`src/hdl/rau_pkg.sv`:
```
// Package with shared types and constants for the rational arithmetic unit.
package rau_pkg;

  localparam int unsigned OpW  = 32;
  localparam int unsigned MagW = 2 * OpW;
  localparam int unsigned CntW = $clog2(MagW + 2);

  localparam logic [2:0] KIND_ADD  = 3'd0;
  localparam logic [2:0] KIND_SUB  = 3'd1;
  localparam logic [2:0] KIND_MUL  = 3'd2;
  localparam logic [2:0] KIND_DIV  = 3'd3;
  localparam logic [2:0] KIND_CMP  = 3'd4;
  localparam logic [2:0] KIND_NORM = 3'd5;

  localparam logic [1:0] ST_OK   = 2'd0;
  localparam logic [1:0] ST_ZDEN = 2'd1;
  localparam logic [1:0] ST_DIV0 = 2'd2;
  localparam logic [1:0] ST_OVF  = 2'd3;

  localparam logic [1:0] ORD_LT = 2'd0;
  localparam logic [1:0] ORD_EQ = 2'd1;
  localparam logic [1:0] ORD_GT = 2'd2;

  // Commands from the controller to the datapath.
  typedef struct packed {
    logic load;     // Capture operands and check them.
    logic mul1;     // First product.
    logic mul2;     // Remaining products.
    logic combine;  // Form numerator and denominator.
    logic gstep;    // One binary gcd step.
    logic dload;    // Start dividing numerator by the gcd.
    logic dstep;    // One restoring division step.
    logic dswap;    // Move to dividing the denominator.
    logic finish;   // Produce the result.
  } rau_cmd_t;

  // Status from the datapath to the controller.
  typedef struct packed {
    logic early;    // Result known after the operand check.
    logic is_cmp;   // Compare takes a shortcut after the products.
    logic unary;    // Normalize skips the products.
    logic gdone;    // Gcd has converged.
    logic ddone;    // Current division is complete.
  } rau_stat_t;

endpackage

```
`src/hdl/rau_ctrl.sv`:
```
// Controller state machine sequencing one rational operation at a time.
module rau_ctrl (
  input  logic               clk,
  input  logic               rst_n,
  input  logic               start,
  input  rau_pkg::rau_stat_t stat,
  output rau_pkg::rau_cmd_t  cmd,
  output logic               busy,
  output logic               done
);

  typedef enum logic [3:0] {
    S_IDLE, S_CHECK, S_MUL1, S_MUL2, S_COMB, S_GCD, S_DLOAD, S_DIVN, S_DIVD, S_FIN, S_OUT
  } state_t;

  state_t state_r, state_nxt;
  logic   done_r, done_nxt;

  always_comb begin
    state_nxt = state_r;
    done_nxt  = 1'b0;
    cmd       = '0;
    case (state_r)
      S_IDLE:  begin
        // The result cycle still counts as busy, so no transaction starts then.
        if (start && !done_r) begin
          cmd.load  = 1'b1;
          state_nxt = S_CHECK;
        end
      end
      S_CHECK: state_nxt = stat.early ? S_FIN : (stat.unary ? S_COMB : S_MUL1);
      S_MUL1:  begin cmd.mul1 = 1'b1; state_nxt = S_MUL2; end
      S_MUL2:  begin cmd.mul2 = 1'b1; state_nxt = S_COMB; end
      S_COMB:  begin
        cmd.combine = 1'b1;
        state_nxt   = stat.is_cmp ? S_FIN : S_GCD;
      end
      S_GCD:   begin
        if (stat.gdone) state_nxt = S_DLOAD;
        else cmd.gstep = 1'b1;
      end
      S_DLOAD: begin cmd.dload = 1'b1; state_nxt = S_DIVN; end
      S_DIVN:  begin
        if (stat.ddone) begin
          cmd.dswap = 1'b1;
          state_nxt = S_DIVD;
        end else cmd.dstep = 1'b1;
      end
      S_DIVD:  begin
        if (stat.ddone) state_nxt = S_FIN;
        else cmd.dstep = 1'b1;
      end
      S_FIN:   begin
        cmd.finish = 1'b1;
        state_nxt  = S_OUT;
      end
      S_OUT:   begin
        done_nxt  = 1'b1;
        state_nxt = S_IDLE;
      end
      default: state_nxt = S_IDLE;
    endcase
  end

  always_ff @(posedge clk) begin
    if (!rst_n) begin
      state_r <= S_IDLE;
      done_r  <= 1'b0;
    end else begin
      state_r <= state_nxt;
      done_r  <= done_nxt;
    end
  end

  assign busy = (state_r != S_IDLE) || done_r;
  assign done = done_r;

`ifndef ASSERT_OFF
  a_done_pulse: assert property (@(posedge clk) disable iff (!rst_n)
    done_r |=> !done_r) else $error("done held longer than one cycle");
  a_load_idle: assert property (@(posedge clk) disable iff (!rst_n)
    cmd.load |-> state_r == S_IDLE) else $error("load outside idle");
  a_fin_then_done: assert property (@(posedge clk) disable iff (!rst_n)
    cmd.finish |=> ##1 done_r) else $error("finish not followed by done");
`endif

endmodule

```
`config.mk`:
```
export PLATFORM = sky130hd
export DESIGN_NAME = rau_ctrl
export DESIGN_NICKNAME = d
export VERILOG_FILES = /design/src/hdl/rau_pkg.sv /design/src/hdl/rau_ctrl.sv
export SDC_FILE = /design/constraint.sdc
export NUM_CORES = 1
export LEC_CHECK = 0
export BUFFER_PORTS_ARGS = -buffer_cell sky130_fd_sc_hd__buf_2
export CAP_MARGIN = 40
export CORE_ASPECT_RATIO = 0.8
export CORE_MARGIN = 4
export CORE_UTILIZATION = 25
export DETAILED_ROUTE_END_ITERATION = 6
export PLACE_DENSITY_LB_ADDON = 0.1
export SETUP_SLACK_MARGIN = 0.5
export SLEW_MARGIN = 20
export SYNTH_ARGS = -nofsm -noshare
export SYNTH_HDL_FRONTEND = slang
export SYNTH_SLANG_ARGS = --single-unit
```
`constraint.sdc`:
```
create_clock -name clk -period 1.5 [get_ports clk]
set_input_delay 0.075 -clock clk [delete_from_list [all_inputs] [get_ports clk]]
set_output_delay 0.075 -clock clk [all_outputs]
set_load 0.02 [all_outputs]
```
; After elaboration in Yosys (flattened, before gate mapping)
; Cells that the tools add are included.
; Widths: inputs -> output; s select.
[totals]
out_inout_bits = 11
register_bits = 5
elab_cells = 45
[op_classes]
n_eq_ne = 14
muxes = 22
reduce_logical = 7
[ops]
columns = cell, count
row1 = $pmux 4 s10, 1
row2 = $mux 4, 6
row3 = $eq 4x3->1 const B, 4
row4 = $mux 1, 14
row5 = $eq 4x4->1 const B, 3
row6 = $eq 4x2->1 const B, 2
row7 = $ne 2x2->1 const B, 4
row8 = $eq 4x1->1 const B, 1
row9 = $logic_not 4->1, 1
row10 = $reduce_and 4->1, 1
row11 = $reduce_bool 4->1, 1
row12 = $mux 3, 1
row13 = $reduce_or 2->1, 1
row14 = $logic_and 1x1->1, 1
row15 = $logic_not 1->1, 1
row16 = $logic_or 1x1->1, 1

; Depth between registers and ports, before layout
[logic_depth]
word_depth = 4
ltp_mapped = 6
depth_no_buf = 5

; Worst setup path before layout
; No wires, ideal clock.
[synth_path]
path_kind = flip-flop to output port
start = register state_r[0]
end = output cmd[8] in the netlist's numbering
path_slack_ns = -0.064
path_buffers = 1
required_time_ns = 1.425
t_arrival_ns = 1.489
path_stages_with_launch = 4
path_cell_list = dfxtp_1 -> buf_4 -> or2_2 -> nor4_1
[synth_rtl]
columns = element, line_no
row1 = start: declaration, rau_ctrl.sv:16  ; state_t state_r, state_nxt;
row2 = start signal: assignment, rau_ctrl.sv:70  ; state_r <= state_nxt;
row3 = end: declaration, rau_ctrl.sv:7  ; output rau_pkg::rau_cmd_t cmd,

==> metrics.txt <==
CTS tree=done; average size of a mapped cell=7.93 sq um; Layout Cells excl Fill=118; via count=602; register bit total from synthesis=5; Num CTS Buffers=3; pre-CTS setup slack=33.0 ps; fraction of layout cells with a size suffix above 1=66.7%; RSZ-0062 raised after global routing=yes; Starting Density=27.7%; final number of hold-violating endpoints=0; Worst-path clk slew=40 ps; leakage=0.387 nW; Post-CTS Hold Fix Bufs=0; PwrDens=1800 mW/mm^2; area delta synth->final=98.7%; Hold Crit Class=in2reg; Cell variety after synth=30; Tot GR Track Use=14.4%; skew final=1.13 ps; first-pass GRT wire length=2840 microns; WL/cell=14.0 microns; Int Power=0.921 mW; Rows=13; vias in the first global route=597; Die Area=0.00263 sq mm; Die Span X=56.4 microns; post-route antenna net violation count=0; Port Buffers=18; crit share post-route=101%; sequential power share=14.5%; Inst Count DP=104; Slew headroom=74.4%; Critical Path AT=1440 ps; Sw Share=45.1%; maximum vdd drop=939 uV; WP data required=1420 ps; Die Y=46.7 microns; Setup WS post-layout=-10.5 ps; WS Path Type=reg2out; GPL Wtd Cong=0.746; Final Setup Violations=1; CP max FO=3; Initial DRC Count=8; register area share after synthesis=21.4%; clock power share=9.1%; fin util=55.0%; Cells after Synth=59; Yosys warnings=0; root buf cell=clkbuf_4; Pre-antenna DRT Iters=5; # diodes=0; IO Pins=19; minimum clock period=1510 ps; Sw Pwr=0.757 mW; actual slew at the worst max-slew pin=383 ps; total core area=0.00169 sq mm; CTS Sinks=5; mapped cell area=468 sq um; CP startpoint kind=flop; max_cap viols=0; Comb pwr share=76.3%; worst-skew pair later-pin latency=240 ps; final net count=105; Final Max Slew Viols=0; syn nets=67; Fmax=662 MHz; crit end category=output port; largest net degree at the start of global routing=11; DRC errors left=0; clk buf depth=2; status=finished, violations left; violated checks=setup timing; drt total wl=1650 microns; grt ovf=0; initial antenna violation count=0; via/cell ratio=5.10; Post-DP HPWL=1080 microns; H-tree depth=1
[area by class of cell]
| class | instances | area, sq um |
|---|---|---|
| flip-flops and latches | 5 | 106 |
| well taps | 22 | 27.5 |
| repair buffers | 37 | 317 |
| fillers | 163 | 762 |
| clock buffers | 4 | 26.3 |
| multi-input cells | 46 | 435 |
| inverters | 4 | 17.5 |
[per-layer routing]
layer	GRT usage [%]	share of wire, %
met1	18.4	45
met2	24.7	51
met3	1.68	4.5
met4	6.64	0
met5	0	0
[state kept, by name (all words and copies together) (netlist names)]
signal and cells:
done 1, state_r 4
[cell families (layout without fill, tap and decap cells)]
logic type             count (synthesis)  after routing  share of synthesized area (%)
buffers and inverters                  8             45                           13.6
AOI/OAI and AO/OA                     14             14                           24.6
muxes                                  1              1                           2.14
DFF                                    5              5                           21.4
and+or+nand+nor                       31             31                           38.2
[power by group through the flow]
stage / Clock (mW) / Combinational [mW] / Sequential (mW)
2_1_floorplan: 0 / 0.621 / 0.225
3_3_place_gp: 0 / 0.838 / 0.234
3_5_place_dp: 0 / 0.843 / 0.232
4_1_cts: 0.159 / 1.19 / 0.243
5_1_grt: 0.167 / 1.37 / 0.250
6_report: 0.153 / 1.28 / 0.244
[cells in the final DEF, fill, tap and decap left out, drive strengths merged, types with 2 or more instances in the layout]
cell type	instances
nand2	5
o31ai	2
dfxtp	5
clkbuf	4
nor4	2
nor2	8
buf	37
o2111ai	2
inv	4
nand3b	3
nor3	2
a21oi	4
nor2b	3
[worst max-delay path, stage by stage (launching register included)]
cell and delay (ps):
dfxtp_2 320, or4b_4 550, a21oi_4 190, buf_6 140
[timing repair]
action / CTS / global route
gates resized for setup: 39 / 6
buffers inserted: 9 / 1
cloned: 0 / 0
setup endpoints to repair: 15 / 15
pin swaps: 4 / 6
[final timing paths]
check | slack (ps) | startpoint | cells past startpoint | endpoint
max reg2reg | 10 | state_r[1] | 4 | state_r[0]
max | -10 | state_r[1] | 3 | cmd[2]
min reg2reg | 680 | state_r[3] | 3 | done
min | 130 | rst_n | 2 | state_r[0]
[cell usage after synthesis]
master,count,area [sq um]
a21oi_2,1,8.76
nor2b_1,3,18.8
nor3_1,2,10.0
or2_2,1,6.26
nor2_1,8,30.0
nand3b_1,3,22.5
dfxtp_1,5,100
o21ai_0,1,5.00
and3_1,1,6.26
or2b_1,1,7.51
a21oi_1,2,10.0
o22ai_1,1,6.26
o2111a_1,1,11.3
o31ai_1,2,15.0
inv_1,4,15.0
mux2i_1,1,10.0
nand2b_1,1,6.26
nand4b_1,1,8.76
o2111ai_1,2,17.5
nor4_1,2,12.5
buf_4,1,7.51
clkbuf_8,3,41.3
a2111oi_0,1,8.76
o2bb2ai_1,1,8.76
o21bai_1,1,7.51
or4b_4,1,13.8
nand2_1,5,18.8
a21oi_4,1,16.3
nand3_2,1,10.0
nor3b_1,1,7.51
[stage by stage]
stage | area [sq um] | TNS, ps | total power [mW] | hold slack [ps]
floorplan | 508 | -2.79 | 0.846 | 184
global placement | 657 | -36.6 | 1.07 | 365
detailed placement | 657 | 0 | 1.07 | 374
CTS | 895 | -18.5 | 1.59 | 119
global route | 930 | -118 | 1.79 | 132
finish | 930 | -10.5 | 1.68 | 129
Note: power is estimated with default switching activity, not from simulation.
